## src/hdl/c2p_pkg.sv

```systemverilog
package c2p_pkg;

    localparam int PAL_DEPTH    = 32;
    localparam int PAL_AW       = $clog2(PAL_DEPTH);
    localparam int PAL_CW       = $clog2(PAL_DEPTH + 1);
    localparam int COLOR_W      = 12;
    localparam int MAX_PLANES   = 8;
    localparam int GROUP_PIXELS = 8;
    localparam int POS_W        = $clog2(GROUP_PIXELS);
    localparam int CFG_IDX_W    = 3;
    localparam int CFG_DATA_W   = 8;
    localparam int IN_TDATA_W   = 40;
    localparam int OUT_TDATA_W  = 72;

    localparam logic [7:0] MASKED_INDEX = 8'd255;

    typedef enum logic [CFG_IDX_W-1:0] {
        CFG_PLANE_COUNT   = 3'd0,
        CFG_MASKED_MODE   = 3'd1,
        CFG_TRANSP_EN     = 3'd2,
        CFG_TRANSP_INDEX  = 3'd3,
        CFG_PALETTE_SIZE  = 3'd4
    } cfg_index_t;

    typedef enum logic {
        CMD_LOAD  = 1'b0,
        CMD_PIXEL = 1'b1
    } command_t;

    typedef enum logic [1:0] {
        ST_IDLE,
        ST_SEARCH,
        ST_EMIT
    } ctrl_state_t;

    typedef struct packed {
        logic load_we;
        logic capture;
        logic step;
        logic apply;
        logic emit;
    } dp_cmd_t;

    typedef struct packed {
        logic done;
        logic last;
        logic out_free;
    } dp_status_t;

endpackage

```

## src/hdl/palette_chunky_to_planar.sv

```systemverilog
// Channel   Direction  Payload
// s_axis    in         tuser: command; tdata: entry_index, red, green, blue, raster_index
// m_axis    out        tuser: colour_missing; tdata: plane_bytes, mask_byte
// cfg       in         cfg_index selects the register, cfg_wr_data holds the value
//
// A palette load is taken in the idle state, which stays ready. A pixel is captured, then
// the first palette-size entries are read and compared in index order until one matches
// or none is left; a transparent pixel needs no search, and the eighth pixel of a group
// then moves the group out. The single read port of the palette memory compares one entry per cycle.
// Reset is asynchronous and clears control state; palette contents stay undefined.
// A stalled result holds the output register; the next group's eighth pixel waits for it.
module palette_chunky_to_planar (
    input  logic                                clk,
    input  logic                                rst_n,
    input  logic                                s_axis_tvalid,
    output logic                                s_axis_tready,
    // entry_index[4:0], red[12:5], green[20:13], blue[28:21], raster_index[36:29]
    input  logic [c2p_pkg::IN_TDATA_W-1:0]      s_axis_tdata,
    // command[0]
    input  logic [0:0]                          s_axis_tuser,
    output logic                                m_axis_tvalid,
    input  logic                                m_axis_tready,
    // plane_bytes[63:0], mask_byte[71:64]
    output logic [c2p_pkg::OUT_TDATA_W-1:0]     m_axis_tdata,
    // colour_missing[0]
    output logic [0:0]                          m_axis_tuser,
    input  logic                                cfg_wr_en,
    input  logic [c2p_pkg::CFG_IDX_W-1:0]       cfg_index,
    input  logic [c2p_pkg::CFG_DATA_W-1:0]      cfg_wr_data
);
    import c2p_pkg::*;

    dp_cmd_t    cmd;
    dp_status_t status;

    c2p_ctrl u_ctrl (
        .clk        (clk),
        .rst_n      (rst_n),
        .in_valid   (s_axis_tvalid),
        .in_command (s_axis_tuser[0]),
        .in_ready   (s_axis_tready),
        .status     (status),
        .cmd        (cmd)
    );

    c2p_datapath u_datapath (
        .clk         (clk),
        .rst_n       (rst_n),
        .cfg_wr_en   (cfg_wr_en),
        .cfg_index   (cfg_index),
        .cfg_wr_data (cfg_wr_data),
        .in_data     (s_axis_tdata),
        .cmd         (cmd),
        .status      (status),
        .out_valid   (m_axis_tvalid),
        .out_ready   (m_axis_tready),
        .out_data    (m_axis_tdata),
        .out_missing (m_axis_tuser[0])
    );

endmodule

```

## src/hdl/c2p_ctrl.sv

```systemverilog
module c2p_ctrl (
    input  logic                clk,
    input  logic                rst_n,
    input  logic                in_valid,
    input  logic                in_command,
    output logic                in_ready,
    input  c2p_pkg::dp_status_t status,
    output c2p_pkg::dp_cmd_t    cmd
);
    import c2p_pkg::*;

    ctrl_state_t state_reg;
    ctrl_state_t state_next;

    always_ff @(posedge clk or negedge rst_n)
    begin
        if (!rst_n)
        begin
            state_reg <= ST_IDLE;
        end
        else
        begin
            state_reg <= state_next;
        end
    end

    always_comb
    begin
        state_next = state_reg;
        cmd        = '0;
        in_ready   = 1'b0;
        unique case (state_reg)
            ST_IDLE:
            begin
                in_ready = 1'b1;
                if (in_valid)
                begin
                    if (command_t'(in_command) == CMD_PIXEL)
                    begin
                        cmd.capture = 1'b1;
                        state_next  = ST_SEARCH;
                    end
                    else
                    begin
                        cmd.load_we = 1'b1;
                    end
                end
            end
            ST_SEARCH:
            begin
                cmd.step = 1'b1;
                if (status.done)
                begin
                    cmd.apply  = 1'b1;
                    state_next = status.last ? ST_EMIT : ST_IDLE;
                end
            end
            ST_EMIT:
            begin
                if (status.out_free)
                begin
                    cmd.emit   = 1'b1;
                    state_next = ST_IDLE;
                end
            end
            default:
            begin
                state_next = ST_IDLE;
            end
        endcase
    end

endmodule

```

## src/hdl/c2p_datapath.sv

```systemverilog
module c2p_datapath (
    input  logic                                clk,
    input  logic                                rst_n,
    input  logic                                cfg_wr_en,
    input  logic [c2p_pkg::CFG_IDX_W-1:0]       cfg_index,
    input  logic [c2p_pkg::CFG_DATA_W-1:0]      cfg_wr_data,
    input  logic [c2p_pkg::IN_TDATA_W-1:0]      in_data,
    input  c2p_pkg::dp_cmd_t                    cmd,
    output c2p_pkg::dp_status_t                 status,
    output logic                                out_valid,
    input  logic                                out_ready,
    output logic [c2p_pkg::OUT_TDATA_W-1:0]     out_data,
    output logic                                out_missing
);
    import c2p_pkg::*;

    logic [4:0] entry_index;
    logic [7:0] red;
    logic [7:0] green;
    logic [7:0] blue;
    logic [7:0] raster_index;

    assign entry_index  = in_data[4:0];
    assign red          = in_data[12:5];
    assign green        = in_data[20:13];
    assign blue         = in_data[28:21];
    assign raster_index = in_data[36:29];

    logic [3:0] plane_count_reg;
    logic       masked_mode_reg;
    logic       transp_en_reg;
    logic [7:0] transp_index_reg;
    logic [5:0] palette_size_reg;

    always_ff @(posedge clk or negedge rst_n)
    begin
        if (!rst_n)
        begin
            plane_count_reg  <= 4'd4;
            masked_mode_reg  <= 1'b0;
            transp_en_reg    <= 1'b0;
            transp_index_reg <= 8'd0;
            palette_size_reg <= 6'd0;
        end
        else if (cfg_wr_en)
        begin
            unique case (cfg_index)
                CFG_PLANE_COUNT:  plane_count_reg  <= cfg_wr_data[3:0];
                CFG_MASKED_MODE:  masked_mode_reg  <= cfg_wr_data[0];
                CFG_TRANSP_EN:    transp_en_reg    <= cfg_wr_data[0];
                CFG_TRANSP_INDEX: transp_index_reg <= cfg_wr_data;
                CFG_PALETTE_SIZE: palette_size_reg <= cfg_wr_data[5:0];
                default:
                begin
                end
            endcase
        end
    end

    logic [COLOR_W-1:0] pal_mem [PAL_DEPTH];
    logic [COLOR_W-1:0] rd_data_reg;
    logic [PAL_AW-1:0]  rd_idx_reg;
    logic               rd_vld_reg;
    logic [PAL_CW-1:0]  addr_reg;
    logic [PAL_CW-1:0]  limit_reg;
    logic [COLOR_W-1:0] key_reg;
    logic               transp_reg;
    logic               masked_reg;
    logic [3:0]         planes_reg;
    logic [POS_W-1:0]   pos_reg;
    logic [63:0]        plane_acc_reg;
    logic [7:0]         mask_acc_reg;
    logic               missing_reg;
    logic               out_valid_reg;
    logic [63:0]        plane_out_reg;
    logic [7:0]         mask_out_reg;
    logic               missing_out_reg;

    logic               addr_end;
    logic               hit;
    logic [7:0]         idx_raw;
    logic [7:0]         idx;
    logic [POS_W-1:0]   bitpos;
    logic [63:0]        plane_acc_next;
    logic [7:0]         mask_acc_next;
    logic [3:0]         planes_eff;
    logic [PAL_CW-1:0]  limit_eff;

    always_ff @(posedge clk)
    begin
        if (cmd.load_we && (32'(entry_index) < PAL_DEPTH))
        begin
            pal_mem[entry_index[PAL_AW-1:0]] <= {red[3:0], green[3:0], blue[3:0]};
        end
        if (cmd.step && !addr_end)
        begin
            rd_data_reg <= pal_mem[addr_reg[PAL_AW-1:0]];
            rd_idx_reg  <= addr_reg[PAL_AW-1:0];
        end
    end

    always_comb
    begin
        if (plane_count_reg == 4'd0)
        begin
            planes_eff = 4'd1;
        end
        else if (32'(plane_count_reg) > MAX_PLANES)
        begin
            planes_eff = 4'(MAX_PLANES);
        end
        else
        begin
            planes_eff = plane_count_reg;
        end
        if (32'(palette_size_reg) > PAL_DEPTH)
        begin
            limit_eff = PAL_CW'(PAL_DEPTH);
        end
        else
        begin
            limit_eff = PAL_CW'(palette_size_reg);
        end
    end

    assign addr_end = (addr_reg >= limit_reg);
    assign hit      = rd_vld_reg && (rd_data_reg == key_reg);
    assign bitpos   = POS_W'(GROUP_PIXELS - 1) - pos_reg;

    assign status.done     = transp_reg || hit || (!rd_vld_reg && addr_end);
    assign status.last     = (pos_reg == POS_W'(GROUP_PIXELS - 1));
    assign status.out_free = !out_valid_reg || out_ready;

    always_comb
    begin
        if (transp_reg)
        begin
            idx_raw = masked_reg ? MASKED_INDEX : 8'd0;
        end
        else if (hit)
        begin
            idx_raw = 8'(rd_idx_reg);
        end
        else
        begin
            idx_raw = 8'd0;
        end
        if (!transp_reg && masked_reg && ({1'b0, idx_raw} >= (9'd1 << planes_reg)))
        begin
            idx = MASKED_INDEX;
        end
        else
        begin
            idx = idx_raw;
        end
        plane_acc_next = plane_acc_reg;
        for (int p = 0; p < MAX_PLANES; p++)
        begin
            if ((4'(p) < planes_reg) && idx[p])
            begin
                plane_acc_next[8 * p + int'(bitpos)] = 1'b1;
            end
        end
        mask_acc_next = mask_acc_reg;
        if (masked_reg && (idx != MASKED_INDEX))
        begin
            mask_acc_next[bitpos] = 1'b1;
        end
    end

    always_ff @(posedge clk)
    begin
        if (cmd.capture)
        begin
            key_reg    <= {red[7:4], green[7:4], blue[7:4]};
            transp_reg <= transp_en_reg && (raster_index == transp_index_reg);
            masked_reg <= masked_mode_reg;
            planes_reg <= planes_eff;
            limit_reg  <= limit_eff;
        end
        if (cmd.emit)
        begin
            plane_out_reg   <= plane_acc_reg;
            mask_out_reg    <= masked_reg ? mask_acc_reg : 8'd0;
            missing_out_reg <= missing_reg;
        end
    end

    always_ff @(posedge clk or negedge rst_n)
    begin
        if (!rst_n)
        begin
            addr_reg      <= '0;
            rd_vld_reg    <= 1'b0;
            pos_reg       <= '0;
            plane_acc_reg <= '0;
            mask_acc_reg  <= '0;
            missing_reg   <= 1'b0;
            out_valid_reg <= 1'b0;
        end
        else
        begin
            if (cmd.capture)
            begin
                addr_reg   <= '0;
                rd_vld_reg <= 1'b0;
            end
            else if (cmd.step)
            begin
                rd_vld_reg <= !addr_end;
                if (!addr_end)
                begin
                    addr_reg <= addr_reg + PAL_CW'(1);
                end
            end
            if (cmd.apply)
            begin
                plane_acc_reg <= plane_acc_next;
                mask_acc_reg  <= mask_acc_next;
                missing_reg   <= missing_reg | (!transp_reg && !hit);
                if (!status.last)
                begin
                    pos_reg <= pos_reg + POS_W'(1);
                end
            end
            if (cmd.emit)
            begin
                plane_acc_reg <= '0;
                mask_acc_reg  <= '0;
                missing_reg   <= 1'b0;
                pos_reg       <= '0;
                out_valid_reg <= 1'b1;
            end
            else if (out_ready)
            begin
                out_valid_reg <= 1'b0;
            end
        end
    end

    assign out_valid   = out_valid_reg;
    assign out_data    = {mask_out_reg, plane_out_reg};
    assign out_missing = missing_out_reg;

endmodule

```

## config.mk

```make
export PLATFORM = sky130hd
export DESIGN_NAME = palette_chunky_to_planar
export DESIGN_NICKNAME = d
export VERILOG_FILES = /design/src/hdl/c2p_pkg.sv /design/src/hdl/palette_chunky_to_planar.sv /design/src/hdl/c2p_ctrl.sv /design/src/hdl/c2p_datapath.sv
export SDC_FILE = /design/constraint.sdc
export NUM_CORES = 1
export LEC_CHECK = 0
export ABC_AREA = 1
export BUFFER_PORTS_ARGS = -buffer_cell sky130_fd_sc_hd__clkbuf_2
export CELL_PAD_IN_SITES_DETAIL_PLACEMENT = 0
export CELL_PAD_IN_SITES_GLOBAL_PLACEMENT = 1
export CORE_MARGIN = 2
export CORE_UTILIZATION = 40
export CTS_BUF_LIST = sky130_fd_sc_hd__clkbuf_2
export DETAILED_ROUTE_END_ITERATION = 10
export PLACE_DENSITY_LB_ADDON = 0.1
export SYNTH_ARGS = -nofsm -noshare
export SYNTH_HDL_FRONTEND = slang
export SYNTH_SLANG_ARGS = --single-unit
```

## constraint.sdc

```tcl
create_clock -name clk -period 2.9 [get_ports clk]
set_input_delay 0.145 -clock clk [delete_from_list [all_inputs] [get_ports clk]]
set_output_delay 0.145 -clock clk [all_outputs]
set_load 0.1 [all_outputs]
```

---- Word level (Yosys, flattened, before mapping) ----
Memories as Yosys holds them, arrays and structs flattened. A register that Yosys moved wholly into a read port is not among the register bits.
Cells that the tools add are included.
storage, ports and cells
  bits in registers ....................... 208
  latch bits .............................. 0
  bits in writable memories ............... 384
  memory bits (read-only) ................. 0
  input port bits ......................... 57
  output and inout port bits .............. 75
  word-level logic and storage cells ...... 206
  memories kept ........................... 1
cells by class
  $add $sub $neg .......................... 10
  multipliers ............................. 0
  div/mod/pow operators ................... 0
  $lt $le $gt $ge ......................... 30
  equal/unequal tests ..................... 16
  shift-type cells ........................ 1
  mux-type cells .......................... 65
  bitwise gates (word level) .............. 10
  reduce and logical (&&, ||, !) cells .... 50
memory list
  name                words  bits a word  read ports  clocked after Yosys merged registers in  wr ports  line                source
  u_datapath.pal_mem  32     12           1           1                                        1         c2p_datapath.sv:60  logic [COLOR_W-1:0] pal_mem [PAL_DEPTH];
operators by type and width
  cell                                                                count
  2-to-1 mux 64 bit                                                   10
  OR 64 bit                                                           7
  greater-or-equal comparator 32 x 1 -> 1 bit, second input constant  7
  < comparator 32 x 8 -> 1 bit, second input constant                 7
  OR 64 x 8 -> 64 bit                                                 1
  2-to-1 mux 8 bit                                                    6
  demux 1 bit (select 6 bit)                                          7
  adder 6 x 3 -> 7 bit, first input constant                          4
  logical AND 1 bit                                                   25
  2-to-1 mux 1 bit                                                    23
  2-to-1 mux 6 bit                                                    3
  < comparator 3 x 4 -> 1 bit, first input constant                   4
  2-to-1 mux 2 bit                                                    8
  AND reduction 2 bit                                                 8
  adder 5 x 3 -> 6 bit, first input constant                          2
  equality test 12 bit                                                1
  inequality test 2 bit, second input constant                        6
  greater-or-equal comparator 8 x 9 -> 1 bit                          1
  2-to-1 mux 3 bit                                                    3
  << shifter 1 x 4 -> 9 bit, first input constant                     1
  equality test 8 bit                                                 1
  < comparator 1 x 4 -> 1 bit, first input constant                   2
  < comparator 2 x 4 -> 1 bit, first input constant                   2
  inequality test 8 bit, second input constant                        1
  29 further kinds                                                    42

---- Longest topological paths before layout ----
  word-level depth ........................ 25
  depth in mapped cells ................... 24
  depth with buffers taken out ............ 24

---- Modules after synthesis ----
From an unflattened synthesis, not the netlist that was laid out.
second synthesis, totals
  cell total of the unflattened synthesis .. 1960
  area, all modules ....................... 24104.4 sq um
by module, submodules not included
  module        times used  cells an instance  area each (sq um)  sequential area each (sq um)
  c2p_datapath  1           1938               23971.7            17558.1
  c2p_ctrl      1           22                 132.6              50.0

---- Worst setup path after synthesis ----
No wires, ideal clock.
  path kind ............................... register to register
  start point ............................. register u_ctrl.state_reg[0]
  end point ............................... register u_datapath.addr_reg[0]
  library setup time ...................... 0.083 ns
  arrival ................................. 4.443 ns
  data required time ...................... 2.817 ns
  path slack .............................. -1.626 ns
  cell stages (with the launch flop) ...... 8
  path buffers ............................ 0
  clock period less this slack ............ 4.526 ns
  cells stage by stage .................... dfrtp_1 nor2_1 inv_1 nor3_1 inv_1 o21ai_0 nand3_1 o21ai_0
RTL lines
  element                   line                 source
  start: declaration        c2p_ctrl.sv:12       ctrl_state_t state_reg;
  start signal: assignment  c2p_ctrl.sv:23       state_reg <= state_next;
  end signal: assignment    c2p_datapath.sv:213  addr_reg <= addr_reg + PAL_CW'(1);
  end: declaration          c2p_datapath.sv:64   logic [PAL_CW-1:0] addr_reg;

---- Worst setup path after layout ----
  start point ............................. register u_datapath.rd_data_reg[0] (read register of u_datapath.pal_mem)
  end point ............................... register u_datapath.plane_acc_reg[39]
on the way
  word-level cells in the longest chain between the ends .. 25
  elaborated cells between the ends (all ways) .. 37
  those cells by class .................... 1 x order compare; 1 x eq/ne; 15 x mux; 7 x bitwise; 13 x reduce/logical
RTL lines
  element                                     line                 source
  start: declaration                          c2p_datapath.sv:61   logic [COLOR_W-1:0] rd_data_reg;
  equality test 12 bit *                      c2p_datapath.sv:127  assign hit = rd_vld_reg && (rd_data_reg == key_reg);
  logical AND 1 bit *                         c2p_datapath.sv:127
  2-to-1 mux 5 bit                            c2p_datapath.sv:140  else if (hit)
  2-to-1 mux 8 bit                            c2p_datapath.sv:136  if (transp_reg)
  greater-or-equal comparator 8 x 9 -> 1 bit  c2p_datapath.sv:148  if (!transp_reg && masked_reg && ({1'b0, idx_raw} >= (9'd1 << planes_reg)))
  logical AND 1 bit                           c2p_datapath.sv:148
  2-to-1 mux 8 bit                            c2p_datapath.sv:148
  logical AND 1 bit                           c2p_datapath.sv:159  if ((4'(p) < planes_reg) && idx[p])
  [9 not listed]                              -
  OR 64 bit (no line)                         -
  2-to-1 mux 64 bit                           c2p_datapath.sv:159
  OR 64 bit (no line)                         -
  2-to-1 mux 64 bit                           c2p_datapath.sv:159
  OR 64 bit (no line)                         -
  2-to-1 mux 64 bit                           c2p_datapath.sv:159
  2-to-1 mux 64 bit                           c2p_datapath.sv:216  if (cmd.apply)
  2-to-1 mux 64 bit                           c2p_datapath.sv:226  if (cmd.emit)
  end signal: assignment                      c2p_datapath.sv:218  plane_acc_reg <= plane_acc_next;
  end: declaration                            c2p_datapath.sv:71   logic [63:0] plane_acc_reg;
Mark *: on every way between the ends. The rest lies on a longest branch, timed or not. The select of a mux whose other input is x is not followed.
A chain may end at the register's enable or synchronous reset.

==> impl_metrics.env <==
export IMPL_status="finished clean"
export IMPL_synthCells=2054
export IMPL_antenna_found_initial=2
export IMPL_utilization_pct=48.93
export IMPL_cts_buffer_depth=3
export IMPL_cp_data_arrival_time_ns=3.94
export IMPL_core_area_um2=60470
export IMPL_cp_max_fo=8
export IMPL_hold_viol=0
export IMPL_htree_levels=4
export IMPL_power_density_nw_per_um2=784.1
export IMPL_ys_ff_latch=604
export IMPL_die_width_um=251.6
export IMPL_setup_slack_ns=0.1965
export IMPL_crit_start="u_datapath.rd_data_reg[0]"
export IMPL_fin_crit_sh_pct=93.22
export IMPL_grt_usage_pct=21.08
export IMPL_design_area_um2=29590
export IMPL_slowest_delay_ns=0.40
export IMPL_ir_worst_vdd_v=0.0004816
export IMPL_crit_type="register to register"
export IMPL_fmax_mhz=369.9
export IMPL_path_buf_inv=2
export IMPL_layout_nets=2546
export IMPL_insertion_delay_ns=1.33
export IMPL_first_global_vias=16956
export IMPL_clkTransAtPathRegs_ns=0.09
export IMPL_place_gp_congestion=0.7650
export IMPL_route_vias_total=17203
export IMPL_crit_slowest_cell="edfxtp_1"
export IMPL_drv_slew=0
export IMPL_r2r_start="u_datapath.rd_data_reg[0]"
export IMPL_synth_net_count=2128
export IMPL_cpMostUsedCell="nand2_1"
export IMPL_setup_viol_count_final=0
export IMPL_cts_sinks=604
export IMPL_finClkSkew_ns=0.08297
export IMPL_mostFrequentLayoutCell="edfxtp_1"
export IMPL_wirelength_mm=65.88
export IMPL_synth_distinct_cells=39
export IMPL_routed_via_density=5.100
export IMPL_layout_common_cells="edfxtp_1, clkbuf_2, nand2_1, o21ai_0, nor2_1"
export IMPL_overflow=0
export IMPL_route_detailed_drc=0
export IMPL_dr_pass1_iters=5
export IMPL_layout_drive_gt1_share_pct=21.14
export IMPL_grt_pass1_wl_mm=99.92
export IMPL_clockRootBuffer="clkbuf_2"
export IMPL_hpwlAfterDp_mm=39.26
export IMPL_critPathCaptureType="register"
export IMPL_maxSlewHeadroom_pct=39.15
export IMPL_pin_count=132
export IMPL_portBuffers=128
export IMPL_ys_seq_area_share_pct=71.81
export IMPL_cp_cell_sequence="nand2_1 -> nand2_1 -> nor2_1 -> nand2_1 -> nor2_4 -> buf_6 -> nand4_1 -> nand2_1 -> ha_1 -> nand2_2 -> inv_1 -> nand2_1 -> nand3_1 -> nand2_2 -> nand3_4 -> nand2_4 -> nand2_1 -> nand2_4 -> nand2_4 -> nand2_4 -> nand2_1 -> nand2_1"
export IMPL_min_period_ns=2.704
export IMPL_critPathTopFamily="simple AND/OR/NAND/NOR gates"
export IMPL_netlist_area_um2=24520
export IMPL_holdCritPathClass="primary input to register"
export IMPL_crit_required_ns=4.14
export IMPL_max_cap_violations=0
export IMPL_syn_avg_cell_area_um2=11.94
export IMPL_p_leak_nw=11.84
export IMPL_area_growth_synth_to_final_pct=20.67
export IMPL_holdCritStartpoint="s_axis_tdata[6]"
export IMPL_largest_register_ffs=384
export IMPL_stdcell_count=3373
export IMPL_routedWlPerCell_um=19.53
export IMPL_yosys_warnings=0
export IMPL_dpl_worst_slack_ns=-0.05855
export IMPL_rsz0062_at_grt="true"
export IMPL_initialDrtViolationCount=1048
export IMPL_tritoncts="built"
export IMPL_ant_nets=0
export IMPL_numCtsBuffers=156
export IMPL_place_inst=2972
export IMPL_hold_slack_ns=0.1362
export IMPL_cp_start_kind="register"
export IMPL_fp_row_count=90
export IMPL_dieArea_um2=63300
export IMPL_grt_max_degree=92
export IMPL_initial_core_util_pct=40.55
export IMPL_fp_dieH_um=251.6
export IMPL_postPlaceCellArea_um2=26870
export IMPL_worstMarginPinSlew_ns=0.9128
## cell usage after synthesis, drive strengths merged
cell type  number  area share [%]
nand3b         19            0.58
dfstp           1            0.11
xor2            3            0.11
o21ai         325             6.8
ha             17            0.87
clkbuf         73             1.1
xnor2           1           0.036
inv           145             2.2
nand2         320             5.1
a211oi          1           0.031
mux2            2           0.092
o31ai           1           0.031
a21o            1           0.031
o22ai          58             1.5
a21oi          10            0.20
nor3           13            0.27
nor2          267             4.1
nand4          19            0.48
o221ai         39             1.4
nor4            1           0.026
a221oi          2           0.071
dfrtp         105              11
o211ai          9            0.28
nand3          96             2.1
or2             3           0.077
buf            25            0.65
edfxtp        498              61
## worst reg2reg max path, delay by kind of cell, from the launching register on
family | cells | cell delay [ns]
simple gates | 19 | 1.80
flops | 1 | 0.40
fa+ha+maj | 1 | 0.26
buf+inv | 2 | 0.17
## layer usage
metal	wire length (um)	global-route usage (%)
met5	0	0
met2	32950	35.97
met3	2859	4.426
met1	27960	25.98
met4	2113	9.014
## cell families after synthesis
logic type,after synthesis,share of synthesized area [%]
simple gates,738,12.79
flops,604,71.81
compound gates,446,10.30
buf+inv,243,3.995
fa+ha+maj,17,0.8675
xor+xnor,4,0.1429
mux,2,0.09184
## area by class of cell
cell class / instances / area (um^2)
inverter: 145 / 550.5
tap: 782 / 978.4
timing repair buffer: 357 / 3034
multi-input combinational: 1208 / 6052
clock buffer: 238 / 1191
clock inverter: 31 / 147.6
antenna: 8 / 20.02
sequential: 604 / 17610
fill: 5535 / 30880
## power breakdown
part	leakage (nW)	switching [mW]	internal, mW
Sequential	5.88	0.557	10.2
Combinational	4.90	4.51	2.26
Clock	1.06	3.39	2.24
Total	11.8	8.45	14.7
## worst paths after layout
| check | end | slack [ns] | depth (start not counted) |
|---|---|---|---|
| max in group asynchronous | u_datapath.plane_acc_reg[59] | 1.77 | 6 |
| min | u_datapath.pal_mem[15][9] | 0.14 | 2 |
| min in group asynchronous | u_datapath.rd_vld_reg | 0.43 | 5 |
| max | u_datapath.plane_acc_reg[39] | 0.20 | 22 |
| min reg2reg | u_datapath.out_missing | 0.46 | 0 |
| max reg2reg | u_datapath.plane_acc_reg[39] | 0.20 | 22 |
## repair_timing
action | 4_1_cts | 5_1_grt
cloned | 0 | 1
endpoints found under the setup margin | 16 | 72
hold endpoints to repair | 1014 | 0
resized for setup | 2 | 25
hold buffers | 122 | 0
buffers inserted | 0 | 1
pin swaps | 0 | 3
## metrics by stage
stage / total power [mW] / setup TNS, ns
global placement: 17.53 / -0.05306
CTS: 23.48 / 0
floorplan: 14.75 / -26.59
global route: 24.68 / -0.2316
detailed placement: 17.65 / -0.4002
finish: 23.20 / 0
Power figures use the tool's default switching activity.
